File: src/design/wqtm_pkg.sv
// Shared types, codes and constants of the wait queue and timer manager.
`default_nettype none
package wqtm_pkg;

   localparam int SLOTS_DEFAULT  = 16;
   localparam int QUEUES_DEFAULT = 8;
   localparam int MAX_WOKEN      = 16;

   localparam logic [63:0] HALF_RANGE = 64'h7FFF_FFFF_FFFF_FFFF;

   localparam logic [2:0] ACT_PREPARE  = 3'd0;
   localparam logic [2:0] ACT_WAKE_ONE = 3'd1;
   localparam logic [2:0] ACT_WAKE_ALL = 3'd2;
   localparam logic [2:0] ACT_CANCEL   = 3'd3;
   localparam logic [2:0] ACT_ABANDON  = 3'd4;
   localparam logic [2:0] ACT_TAKE     = 3'd5;
   localparam logic [2:0] ACT_EXPIRE   = 3'd6;

   localparam logic [1:0] SS_IDLE      = 2'd0;
   localparam logic [1:0] SS_WAITING   = 2'd1;
   localparam logic [1:0] SS_COMPLETED = 2'd2;

   localparam logic [2:0] RSN_NONE        = 3'd0;
   localparam logic [2:0] RSN_TIMED_OUT   = 3'd2;
   localparam logic [2:0] RSN_CANCELLED   = 3'd3;
   localparam logic [2:0] RSN_INTERRUPTED = 3'd4;

   typedef struct packed {
      logic [2:0]  action;
      logic [3:0]  slot_id;
      logic [2:0]  queue_id;
      logic        infinite;
      logic [63:0] timeout_ticks;
      logic [63:0] now_ticks;
      logic [2:0]  wake_reason_in;
      logic [4:0]  budget;
   } wqtm_req_type;

   typedef struct packed {
      logic        status;
      logic        runnable;
      logic [3:0]  woken_slot;
      logic [2:0]  wake_reason;
      logic [4:0]  woken_count;
      logic [31:0] generation;
      logic        last;
   } wqtm_rsp_type;

endpackage
`default_nettype wire

File: src/design/wqtm_cmp.sv
// Shared wrap-around deadline compare: a lies before b.
`default_nettype none
module wqtm_cmp (
   input  wire logic [63:0] a,
   input  wire logic [63:0] b,
   output logic             is_before
);
   import wqtm_pkg::*;

   logic [63:0] diff;

   assign diff      = a - b;
   assign is_before = (diff > HALF_RANGE);

endmodule
`default_nettype wire

File: src/design/wait_queue_timer_manager.sv
// Top level of the wait queue and timer manager: slot store and sequencer.
// Rejects, abandon and take finish straight from the exec state; prepare adds the slot and,
// for a timed wait, walks the timer list to insert it; wake_all wakes slot by slot and
// expire checks and completes each expired slot in turn.
// One item at a time; busy drops in the cycle after the summary strobe.
// The shared 64-bit deadline compare sets the walk pace.
// Reset clears slot states, queue and timer links, not deadlines; results cannot stall.
`default_nettype none
module wait_queue_timer_manager #(
   parameter int SLOTS  = wqtm_pkg::SLOTS_DEFAULT,
   parameter int QUEUES = wqtm_pkg::QUEUES_DEFAULT
) (
   input  wire logic                  clock,
   input  wire logic                  reset,
   input  wire logic                  start,
   output logic                       busy,
   input  wire wqtm_pkg::wqtm_req_type req_data,
   output logic                       rsp_valid,
   output wqtm_pkg::wqtm_rsp_type     rsp_data
);
   import wqtm_pkg::*;

   localparam int SW = $clog2(SLOTS);
   localparam int PW = SW + 1;
   localparam int QW = (QUEUES > 1) ? $clog2(QUEUES) : 1;
   localparam logic [PW-1:0] NIL = PW'(SLOTS);

   typedef enum logic [8:0] {
      ST_IDLE  = 9'b000000001,
      ST_EXEC  = 9'b000000010,
      ST_PADD  = 9'b000000100,
      ST_PWALK = 9'b000001000,
      ST_WAKE  = 9'b000010000,
      ST_ECHK  = 9'b000100000,
      ST_EDO   = 9'b001000000,
      ST_DONE  = 9'b010000000,
      ST_HOLD  = 9'b100000000
   } seq_state_type;

   seq_state_type state_ff, state_in;

   // per-slot store
   logic [1:0]    sstate_ff [SLOTS];
   logic [2:0]    sreason_ff[SLOTS];
   logic [QW-1:0] squeue_ff [SLOTS];
   logic [63:0]   sdl_ff    [SLOTS];
   logic          stimed_ff [SLOTS];
   logic [31:0]   sgen_ff   [SLOTS];
   logic [PW-1:0] qnext_ff  [SLOTS];
   logic [PW-1:0] qprev_ff  [SLOTS];
   logic [PW-1:0] tnext_ff  [SLOTS];
   logic [PW-1:0] tprev_ff  [SLOTS];
   logic          tlinked_ff[SLOTS];
   logic [PW-1:0] qhead_ff  [QUEUES];
   logic [PW-1:0] qtail_ff  [QUEUES];
   logic [PW-1:0] qcount_ff [QUEUES];
   logic [PW-1:0] thead_ff;

   // item and sequencer registers
   wqtm_req_type  req_ff;
   logic [4:0]    cnt_ff;
   logic [PW-1:0] cur_ff;
   logic [PW-1:0] prev_ff;
   logic [63:0]   newdl_ff;
   logic          sum_status_ff;
   logic [2:0]    sum_reason_ff;
   logic [31:0]   sum_gen_ff;
   logic          rsp_valid_ff;
   wqtm_rsp_type  rsp_ff;

   logic [SW-1:0] s_idx;
   logic [QW-1:0] q_idx;
   logic          s_ok, q_ok, r_ok;
   logic [PW-1:0] wake_tgt;
   logic [SW-1:0] ra;
   logic [63:0]   cmp_a;
   logic          cmp_before;
   logic          do_cmp;
   logic [2:0]    cmp_reason;
   logic [QW-1:0] c_q;
   logic [PW-1:0] c_p, c_n, c_tp, c_tn;
   logic [31:0]   gen_new;
   logic [63:0]   dl_sum;

   assign s_idx = SW'(req_ff.slot_id);
   assign q_idx = QW'(req_ff.queue_id);
   assign s_ok  = (int'(req_ff.slot_id) < SLOTS);
   assign q_ok  = (int'(req_ff.queue_id) < QUEUES);
   assign r_ok  = (req_ff.wake_reason_in != RSN_NONE) &&
                  (req_ff.wake_reason_in <= RSN_INTERRUPTED);
   assign wake_tgt = ((req_ff.action == ACT_WAKE_ONE) || (req_ff.action == ACT_WAKE_ALL))
                     ? qhead_ff[q_idx] : PW'(s_idx);

   // single read address into the slot store
   always_comb begin
      unique case (state_ff)
         ST_WAKE:          ra = wake_tgt[SW-1:0];
         ST_PWALK:         ra = cur_ff[SW-1:0];
         ST_ECHK, ST_EDO:  ra = thead_ff[SW-1:0];
         default:          ra = s_idx;
      endcase
   end

   // shared compare: walk uses the new deadline, expire uses now
   assign cmp_a = state_ff[3] ? newdl_ff : req_ff.now_ticks;

   wqtm_cmp u_cmp (
      .a         (cmp_a),
      .b         (sdl_ff[ra]),
      .is_before (cmp_before)
   );

   assign gen_new = (sgen_ff[ra] + 32'd1 == 32'd0) ? 32'd1 : sgen_ff[ra] + 32'd1;
   assign dl_sum  = req_ff.infinite ? 64'd0 : req_ff.now_ticks + req_ff.timeout_ticks;

   assign c_q  = squeue_ff[ra];
   assign c_p  = qprev_ff[ra];
   assign c_n  = qnext_ff[ra];
   assign c_tp = tprev_ff[ra];
   assign c_tn = tnext_ff[ra];

   // completion of the slot at the read address
   always_comb begin
      do_cmp     = 1'b0;
      cmp_reason = req_ff.wake_reason_in;
      unique case (state_ff)
         ST_EXEC: begin
            if (req_ff.action == ACT_ABANDON && s_ok && sstate_ff[ra] == SS_WAITING) begin
               do_cmp     = 1'b1;
               cmp_reason = RSN_CANCELLED;
            end
         end
         ST_WAKE: begin
            do_cmp = !((req_ff.action == ACT_WAKE_ALL) &&
                       ((wake_tgt >= NIL) || (cnt_ff >= 5'(MAX_WOKEN))));
         end
         ST_EDO: begin
            do_cmp     = 1'b1;
            cmp_reason = RSN_TIMED_OUT;
         end
         default: ;
      endcase
   end

   // next sequencer state
   always_comb begin
      state_in = state_ff;
      unique case (state_ff)
         ST_IDLE: if (start) state_in = ST_EXEC;
         ST_EXEC: begin
            unique case (req_ff.action)
               ACT_PREPARE:
                  state_in = (s_ok && q_ok && sstate_ff[ra] == SS_IDLE && !tlinked_ff[ra] &&
                              (req_ff.infinite || req_ff.timeout_ticks != 64'd0))
                             ? ST_PADD : ST_DONE;
               ACT_WAKE_ONE:
                  state_in = (r_ok && q_ok && wake_tgt < NIL) ? ST_WAKE : ST_DONE;
               ACT_WAKE_ALL:
                  state_in = (r_ok && q_ok) ? ST_WAKE : ST_DONE;
               ACT_CANCEL:
                  state_in = (r_ok && s_ok && sstate_ff[ra] == SS_WAITING) ? ST_WAKE : ST_DONE;
               ACT_EXPIRE: state_in = ST_ECHK;
               default:    state_in = ST_DONE;
            endcase
         end
         ST_PADD:  state_in = req_ff.infinite ? ST_DONE : ST_PWALK;
         ST_PWALK: if (cur_ff >= NIL || cmp_before) state_in = ST_DONE;
         ST_WAKE:  if (!do_cmp || req_ff.action != ACT_WAKE_ALL) state_in = ST_DONE;
         ST_ECHK: begin
            if (thead_ff >= NIL || cnt_ff >= req_ff.budget ||
                cnt_ff >= 5'(MAX_WOKEN) || cmp_before)
               state_in = ST_DONE;
            else
               state_in = ST_EDO;
         end
         ST_EDO:  state_in = ST_ECHK;
         ST_DONE: state_in = ST_HOLD;
         ST_HOLD: state_in = ST_IDLE;
         default: state_in = ST_IDLE;
      endcase
   end

   always_ff @(posedge clock) begin
      if (reset) begin
         state_ff     <= ST_IDLE;
         rsp_valid_ff <= 1'b0;
         thead_ff     <= NIL;
         for (int i = 0; i < SLOTS; i++) begin
            sstate_ff[i]  <= SS_IDLE;
            sreason_ff[i] <= RSN_NONE;
            squeue_ff[i]  <= '0;
            stimed_ff[i]  <= 1'b0;
            sgen_ff[i]    <= '0;
            qnext_ff[i]   <= NIL;
            qprev_ff[i]   <= NIL;
            tnext_ff[i]   <= NIL;
            tprev_ff[i]   <= NIL;
            tlinked_ff[i] <= 1'b0;
         end
         for (int j = 0; j < QUEUES; j++) begin
            qhead_ff[j]  <= NIL;
            qtail_ff[j]  <= NIL;
            qcount_ff[j] <= '0;
         end
      end else begin
         state_ff     <= state_in;
         rsp_valid_ff <= 1'b0;
         unique case (state_ff)
            ST_IDLE: begin
               if (start) begin
                  req_ff        <= req_data;
                  cnt_ff        <= '0;
                  sum_status_ff <= 1'b1;
                  sum_reason_ff <= RSN_NONE;
                  sum_gen_ff    <= '0;
               end
            end
            ST_EXEC: begin
               unique case (req_ff.action)
                  ACT_WAKE_ONE, ACT_WAKE_ALL, ACT_CANCEL, ACT_EXPIRE: begin
                     sum_status_ff <= !(state_in != ST_DONE);
                  end
                  ACT_ABANDON: begin
                     if (do_cmp) begin
                        sum_status_ff <= 1'b0;
                        sum_reason_ff <= RSN_CANCELLED;
                     end
                  end
                  ACT_TAKE: begin
                     if (s_ok && sstate_ff[ra] == SS_COMPLETED) begin
                        sum_status_ff  <= 1'b0;
                        sum_reason_ff  <= sreason_ff[ra];
                        sstate_ff[ra]  <= SS_IDLE;
                        sreason_ff[ra] <= RSN_NONE;
                        stimed_ff[ra]  <= 1'b0;
                        qnext_ff[ra]   <= NIL;
                        qprev_ff[ra]   <= NIL;
                        tnext_ff[ra]   <= NIL;
                        tprev_ff[ra]   <= NIL;
                        tlinked_ff[ra] <= 1'b0;
                     end else begin
                        sum_reason_ff <= RSN_INTERRUPTED;
                     end
                  end
                  default: ;
               endcase
            end
            ST_PADD: begin
               // append to the queue tail and arm the slot
               sum_status_ff  <= 1'b0;
               sum_gen_ff     <= gen_new;
               sgen_ff[ra]    <= gen_new;
               squeue_ff[ra]  <= q_idx;
               qprev_ff[ra]   <= qtail_ff[q_idx];
               qnext_ff[ra]   <= NIL;
               tprev_ff[ra]   <= NIL;
               tnext_ff[ra]   <= NIL;
               tlinked_ff[ra] <= 1'b0;
               sdl_ff[ra]     <= dl_sum;
               newdl_ff       <= dl_sum;
               sreason_ff[ra] <= RSN_NONE;
               sstate_ff[ra]  <= SS_WAITING;
               stimed_ff[ra]  <= !req_ff.infinite;
               if (qtail_ff[q_idx] < NIL)
                  qnext_ff[qtail_ff[q_idx][SW-1:0]] <= PW'(s_idx);
               else
                  qhead_ff[q_idx] <= PW'(s_idx);
               qtail_ff[q_idx]  <= PW'(s_idx);
               qcount_ff[q_idx] <= qcount_ff[q_idx] + PW'(1);
               cur_ff  <= thead_ff;
               prev_ff <= NIL;
            end
            ST_PWALK: begin
               if (cur_ff >= NIL || cmp_before) begin
                  // insert the new slot between prev and cur
                  tprev_ff[s_idx]   <= prev_ff;
                  tnext_ff[s_idx]   <= cur_ff;
                  tlinked_ff[s_idx] <= 1'b1;
                  if (prev_ff < NIL)
                     tnext_ff[prev_ff[SW-1:0]] <= PW'(s_idx);
                  else
                     thead_ff <= PW'(s_idx);
                  if (cur_ff < NIL)
                     tprev_ff[cur_ff[SW-1:0]] <= PW'(s_idx);
               end else begin
                  prev_ff <= cur_ff;
                  cur_ff  <= tnext_ff[ra];
               end
            end
            ST_DONE: begin
               rsp_valid_ff         <= 1'b1;
               rsp_ff.status        <= sum_status_ff;
               rsp_ff.runnable      <= 1'b0;
               rsp_ff.woken_slot    <= '0;
               rsp_ff.wake_reason   <= sum_reason_ff;
               rsp_ff.woken_count   <= cnt_ff;
               rsp_ff.generation    <= sum_gen_ff;
               rsp_ff.last          <= 1'b1;
            end
            default: ;
         endcase

         if (do_cmp) begin
            // unlink from the wait queue
            if (c_p < NIL) qnext_ff[c_p[SW-1:0]] <= c_n;
            else           qhead_ff[c_q] <= c_n;
            if (c_n < NIL) qprev_ff[c_n[SW-1:0]] <= c_p;
            else           qtail_ff[c_q] <= c_p;
            if (qcount_ff[c_q] != '0) qcount_ff[c_q] <= qcount_ff[c_q] - PW'(1);
            qprev_ff[ra] <= NIL;
            qnext_ff[ra] <= NIL;
            // unlink from the timer list
            if (tlinked_ff[ra]) begin
               if (c_tp < NIL) tnext_ff[c_tp[SW-1:0]] <= c_tn;
               else            thead_ff <= c_tn;
               if (c_tn < NIL) tprev_ff[c_tn[SW-1:0]] <= c_tp;
               tprev_ff[ra]   <= NIL;
               tnext_ff[ra]   <= NIL;
               tlinked_ff[ra] <= 1'b0;
            end
            sreason_ff[ra] <= cmp_reason;
            sstate_ff[ra]  <= SS_COMPLETED;
            // report runnable slots; abandon stays silent
            if (state_ff != ST_EXEC) begin
               cnt_ff               <= cnt_ff + 5'd1;
               rsp_valid_ff         <= 1'b1;
               rsp_ff.status        <= 1'b0;
               rsp_ff.runnable      <= 1'b1;
               rsp_ff.woken_slot    <= 4'(ra);
               rsp_ff.wake_reason   <= cmp_reason;
               rsp_ff.woken_count   <= '0;
               rsp_ff.generation    <= '0;
               rsp_ff.last          <= 1'b0;
            end
         end
      end
   end

   assign busy      = (state_ff != ST_IDLE);
   assign rsp_valid = rsp_valid_ff;
   assign rsp_data  = rsp_ff;

endmodule
`default_nettype wire
File: config.mk
export PLATFORM = sky130hd
export DESIGN_NAME = wait_queue_timer_manager
export DESIGN_NICKNAME = d
export VERILOG_FILES = /design/src/design/wqtm_pkg.sv /design/src/design/wqtm_cmp.sv /design/src/design/wait_queue_timer_manager.sv
export SDC_FILE = /design/constraint.sdc
export NUM_CORES = 2
export LEC_CHECK = 0
export BUFFER_PORTS_ARGS = -buffer_cell sky130_fd_sc_hd__buf_2
export CORE_AREA = 2 2 524 474
export DETAILED_ROUTE_END_ITERATION = 12
export DIE_AREA = 0 0 526 476
export GPL_TIMING_DRIVEN = 0
export PLACE_DENSITY = 0.62
export SLEW_MARGIN = 20
export SYNTH_ARGS = -nofsm -noshare
export SYNTH_HDL_FRONTEND = slang
export SYNTH_SLANG_ARGS = --single-unit
File: constraint.sdc
create_clock -name clock -period 12.96 [get_ports clock]
set_clock_uncertainty 0.15 [all_clocks]
set_input_delay 2.592 -clock clock [delete_from_list [all_inputs] [get_ports clock]]
set_output_delay 2.592 -clock clock [all_outputs]
set_load 0.005 [all_outputs]
-- After elaboration in Yosys (flattened, before gate mapping)
Memory sizes are Yosys's and may differ from the RTL's. A register that Yosys moved wholly into a read port is not among the register bits.
Cells that the tools add are included.
- add/subtract/negate cells: 4
- order comparisons: 15
- equality and inequality tests: 30
- mux-type cells: 202
- bitwise operators: 27
- reductions and logical operators: 59
- operator list (kind ; number):
    $mux W5 ; 38
    $mux W47 ; 3
    $mux W64 ; 2
    $mux W1 ; 99
    $mux W32 ; 3
    $reduce_or A5 Y1 ; 17
    $mux W4 ; 19
    $pmux W9 S8 ; 1
    $add A64 B64 Y64 ; 1
    $gt A64 B63 Y1 const B ; 1
    $pmux W32 S2 ; 1
    $reduce_bool A64 Y1 ; 1
    $sub A64 B64 Y64 ; 1
    $mux W8 ; 6
    $mux W3 ; 14
    $lt A5 B5 Y1 const B ; 8
    $pmux W8 S5 ; 1
    $add A32 B1 Y32 const B ; 1
    $logic_not A32 Y1 ; 1
    $reduce_or A32 Y1 ; 1
    $mux W9 ; 3
    $ge A5 B5 Y1 const B ; 4
    $pmux W5 S2 ; 2
    $pmux W3 S2 ; 3
    other kinds (45) ; 106
- register bits after elaboration: 324
- memory bits (writable): 2080
- bits of input ports: 150
- output and inout port bits: 49
- memories kept: 12
- memory list (name ; depth ; bits a word ; read ports ; clocked after Yosys merged registers in ; write ports ; RTL line ; source):
    sdl_ff ; 16 ; 64 ; 1 ; 0 ; 1 ; wait_queue_timer_manager.sv:46 ; logic [63:0] sdl_ff [SLOTS];
    sgen_ff ; 16 ; 32 ; 1 ; 0 ; 16 ; wait_queue_timer_manager.sv:48 ; logic [31:0] sgen_ff [SLOTS];
    qnext_ff ; 16 ; 5 ; 1 ; 0 ; 16 ; wait_queue_timer_manager.sv:49 ; logic [PW-1:0] qnext_ff [SLOTS];
    qprev_ff ; 16 ; 5 ; 1 ; 0 ; 16 ; wait_queue_timer_manager.sv:50 ; logic [PW-1:0] qprev_ff [SLOTS];
    tnext_ff ; 16 ; 5 ; 1 ; 0 ; 16 ; wait_queue_timer_manager.sv:51 ; logic [PW-1:0] tnext_ff [SLOTS];
    tprev_ff ; 16 ; 5 ; 1 ; 0 ; 16 ; wait_queue_timer_manager.sv:52 ; logic [PW-1:0] tprev_ff [SLOTS];
    +6 memories ; - ; - ; - ; - ; - ; - ;

-- Longest topological paths before layout
An unclocked memory read counts as a cell.
- depth in word-level cells: 17
- depth in mapped cells: 43
- depth with buffers taken out: 25

-- Hierarchy
From an unflattened synthesis, not the netlist that was laid out.
- cell total of the unflattened synthesis: 9145
- area, all modules: 109197.2 sq um
- by module, submodules not included (module ; instances ; cells an instance ; area an instance (sq um) ; seq. area each (sq um)):
    wait_queue_timer_manager ; 1 ; 8921 ; 107580.7 ; 72099.1
    wqtm_cmp ; 1 ; 224 ; 1616.6 ; 0.0

-- Worst setup path after synthesis
OpenSTA, ideal clock, no wires.
- kind: input port to flip-flop
- from: in reset
- to: reg (tool-made name)
- data arrival time: 10108 ps
- slack: 2612 ps
- stages on the path: 4
- path buffers: 2
- cell sequence: clkbuf_1 clkbuf_1 nor2_1 mux2_2
- RTL lines (item ; RTL line ; source):
    start: declaration ; wait_queue_timer_manager.sv:14 ; input wire logic reset,

==> flow_results.org <==
** Floorplan
- In this run the core area contains 173 standard-cell rows.
- Number of top-level pins :: 199
- The floorplan step set the die width to 526 um.
- Total die area :: 250000 sq um
- Starting density of the core :: 0.447
- Total core area :: 245000 sq um
- Measured along the y axis, the die boundary spans 476 um.

** Critical path
- The critical path is of the register to register type.
- For this run, the slowest stage of the critical path takes 0.66 ns.
- Reg-to-reg setup timing slack :: 0.08 ns
- The startpoint identified for the worst register-to-register timing path is state_ff[3].
- Worst path arrival time :: 13.24 ns
- Critical path peak fanout :: 28
- Worst setup path end :: tprev_ff[10][1]
- STA puts the critical path data required time at 13.33 ns.
- Tracing the worst setup path back leads to its startpoint at state_ff[3].
- Crit end category :: register
- Number of buffer and inverter instances along the worst setup path :: 10
- Critical-path top delay cell :: buf_4
- STA classifies the critical path startpoint as a register.
- Crit path depth :: 31
- The worst register-to-register path ends at tprev_ff[10][1].
- For the worst flop-to-flop path, the logic depth is 31.
- Broken down by cell family, the worst path's largest delay share belongs to buffers and inverters.

** Route
- Final routed wirelength across all metal layers :: 414000 um
- DRT antenna net count :: 0
- Detailed routing placed a total of 175000 um of wire on met2.
- Highest routed layer :: met5
- The routed layout has 84.1k vias.
- The first detailed-routing pass ran for 8 iterations.
- Met3 WL :: 55200 um
- The first routing iteration left 13.5k violations.
- After detailed routing, the number of remaining DRC violations is 0.
- Using the TritonRoute via totals, the vias-per-cell ratio works out to 6.30.
- For this block, wires on met1 add up to 165000 um.
- Dividing the detail-routed wire length by the instance count gives 31.0 um.

** GRT
- Initial antenna violation count :: 23
- The first global-routing pass estimated 575000 um of wire.
- Total overflow reported by the global router :: 0
- Across every metal layer, demand over resource in global routing totals 0.321.
- Entering global routing, the biggest net connects 54 pins.
- The via count of the first global-routing pass was 78.4k.

** Yosys
- Most used DFF post-synth :: edfxtp_1
- Count of unique library cells instantiated by Yosys :: 99
- The synthesized design contains 2389 enable-type register cells.
- The share of synthesized area in the top cell type comes to 0.653.
- After synthesis the cells add up to 110000 sq um.
- Proportion of synthesized chip area in sequential cells :: 0.657
- Count of state elements after synthesis :: 2407
- Number of warnings issued by yosys :: 0
- edfxtp_1 takes more of the synthesized area than any other cell.
- Average cell area after synthesis :: 11.7 sq um
- Share of async-settable or async-resettable flops after synthesis :: 0
- Synthesized netlist cell count :: 9397
- Post-Syn Nets :: 9682
- Top cells by area, synth :: edfxtp_1 65%, nand2_1 7.3%, nand3_1 3.4%

** Clock network
- After clock tree synthesis, the clock-pin slew on the worst setup and hold paths is 0.06 ns.
- CTS tree :: built
- Clock Tree Root :: clkbuf_16
- TritonCTS sink count :: 2407
- The clock passes through at most 4 buffers.
- # H-tree levels :: 5
- CTS Buf Count :: 269
- The clock reaches the later pin of the worst-skew pair after 0.89 ns.

** Timing
- Number of hold violations in the final report :: 0
- The number of pins exceeding their max-slew limit in the final report came to 0.
- Worst relative slew slack :: 0.0908
- Setup violations remaining at the end of the flow were counted as 0.
- In the finished design, the share of the clock period the worst path needs comes to 0.993.
- Time the worst path needs with I/O delays and setup :: 12.88 ns
- At the pin with the least slew margin, the transition time is 1.36 ns.
- Fin Setup TNS :: 0 ns
- Derived from the worst setup path, the maximum achievable clock frequency is 77.7 MHz.

** Place
- The wire-length estimate of the detail-placed layout is 292000 um.
- GPL Wtd Cong :: 0.985
- Cell count after placement :: 12.9k
- Buffers placed on the I/O ports in this run total 197.
- Post-placement cell area :: 116000 sq um

** Cells and area
- Cell Count, Final, Fillers Out :: 13.4k
- Leaving out fill and tap cells, the most frequent cells in the layout are 2389 x edfxtp_1, 2126 x nand2_1, 901 x nor2_1.
- After the last flow step, the layout net total stands at 10.2k.
- Most frequent standard cell in the layout excluding fill and tap cells :: edfxtp_1
- The area growth from synthesis to layout is 14.4%.
- Final Instance Area :: 126000 sq um
- Of the cells placed in the final design, the portion with a size suffix greater than 1 is 0.117.

** Flow run
- Max-cap violations in this run came to 0.

** Power and ir drop
- Leak Pwr :: 45.6 nW
- Power density over the cells :: 144 nW/um^2
- Overall power consumption :: 0.0181 W
- Across the VDD grid, the largest voltage drop is 0.115 mV.

** Worst hold path
- The startpoint identified for the worst hold timing path is sum_gen_ff[18].
- Worst hold path class :: register to register

** Status
- The flow ran to the end, and the final reports show no timing, DRC or antenna violations.
-- sequential cells by signal, summed over array words and instances, names as in the netlist, 9 cells and up, named ones only --
| name | count |
|---|---|
| sstate_ff | 32 |
| qnext_ff | 80 |
| rsp_data | 47 |
| sum_gen_ff | 32 |
| qprev_ff | 80 |
| sdl_ff | 1024 |
| sreason_ff | 48 |
| newdl_ff | 64 |
| qhead_ff | 40 |
| state_ff | 9 |
| req_ff | 140 |
| tprev_ff | 80 |
| qtail_ff | 40 |
| squeue_ff | 48 |
| tnext_ff | 80 |
| tlinked_ff | 16 |
| sgen_ff | 512 |
-- cell usage after synthesis (27+ instances only) --
| cell | n |
|---|---|
| nand4_1 | 70 |
| o21ai_1 | 29 |
| a311oi_1 | 157 |
| clkbuf_1 | 490 |
| a31oi_1 | 32 |
| buf_4 | 27 |
| a2111oi_0 | 39 |
| and2_1 | 46 |
| o21ai_0 | 88 |
| buf_2 | 82 |
| or3_1 | 27 |
| mux2_2 | 91 |
| nand2_1 | 2144 |
| nand3_1 | 736 |
| nor4_1 | 46 |
| a21oi_1 | 156 |
| a211oi_1 | 33 |
| buf_1 | 65 |
| o211ai_1 | 94 |
| nor3_1 | 59 |
| xnor2_1 | 58 |
| a32oi_1 | 33 |
| inv_1 | 112 |
| nor2_1 | 939 |
| o22ai_1 | 74 |
| o31ai_1 | 97 |
| ha_1 | 134 |
| a21o_1 | 73 |
| edfxtp_1 | 2389 |
| mux2i_1 | 304 |
| nand2b_1 | 35 |
| xor2_1 | 37 |
| and3_1 | 228 |
-- metrics by stage --
step	setup slack (ns)	util	hold slack, ns
2_1_floorplan	2.61	-	0.339
3_3_place_gp	-6.95	0.468	0.413
3_5_place_dp	-5.33	0.474	0.423
4_1_cts	-0.0134	0.511	0.434
5_1_grt	-0.0132	0.512	0.470
6_report	0.0844	0.512	0.441
-- area by class of cell --
cell class | instances | area, sq um
buffer | 660 | 2960
fill | 21448 | 120000
multi-input combinational | 6202 | 35200
sequential | 2407 | 72100
clock inverter | 135 | 1370
inverter | 113 | 482
timing repair buffer | 264 | 2250
antenna | 8 | 20.0
clock buffer | 332 | 7200
tap | 3237 | 4050
-- worst min-delay path, stage by stage (launching register included) --
cell and delay (ns):
edfxtp_1 0.32, nand2_1 0.05, a21oi_1 0.13
-- routing by layer --
| layer | track usage | vias up |
|---|---|---|
| met5 | 0 | - |
| met4 | 0.130 | 8 |
| met3 | 0.0866 | 985 |
| met2 | 0.468 | 5897 |
| met1 | 0.454 | 41781 |
| li1 | - | 35440 |
-- power breakdown --
part	internal [W]	leakage [nW]	switching, W
registers	0.00878	23.0	0.0000790
logic	0.000412	18.4	0.00118
clock network	0.00445	4.20	0.00321
total	0.0136	45.6	0.00447
-- logic make-up (layout without fill, tap and decap cells) --
family / count (synthesis) / after routing / share of synthesized area
other: 0 / 8 / 0
adders and majority gates: 135 / 135 / 0.0155
xor gates and xnor gates: 97 / 97 / 0.00788
DFF: 2407 / 2407 / 0.657
and+or+nand+nor: 4469 / 4469 / 0.178
buffers and inverters: 788 / 1504 / 0.0296
muxes: 415 / 415 / 0.0412
AOI/OAI and AO/OA: 1086 / 1086 / 0.0716
-- worst min-delay path by stage --
stage | to | slack, ns | cells after the start
2_1_floorplan | thead_ff[4] | 0.34 | 2
3_3_place_gp | cur_ff[1] | 0.41 | 2
3_5_place_dp | cur_ff[1] | 0.42 | 2
4_1_cts | cur_ff[1] | 0.43 | 2
5_1_grt | rsp_data[19] | 0.47 | 2
6_report | rsp_data[19] | 0.44 | 2
-- repair_timing --
action,in CTS,in global routing
pin swaps,3,1
setup buffers,5,2
hold endpoints to repair,0,0
resized for setup,124,51
endpoints found under the setup margin,371,350
hold buffers,0,0
(Power assumes the default switching activity.)
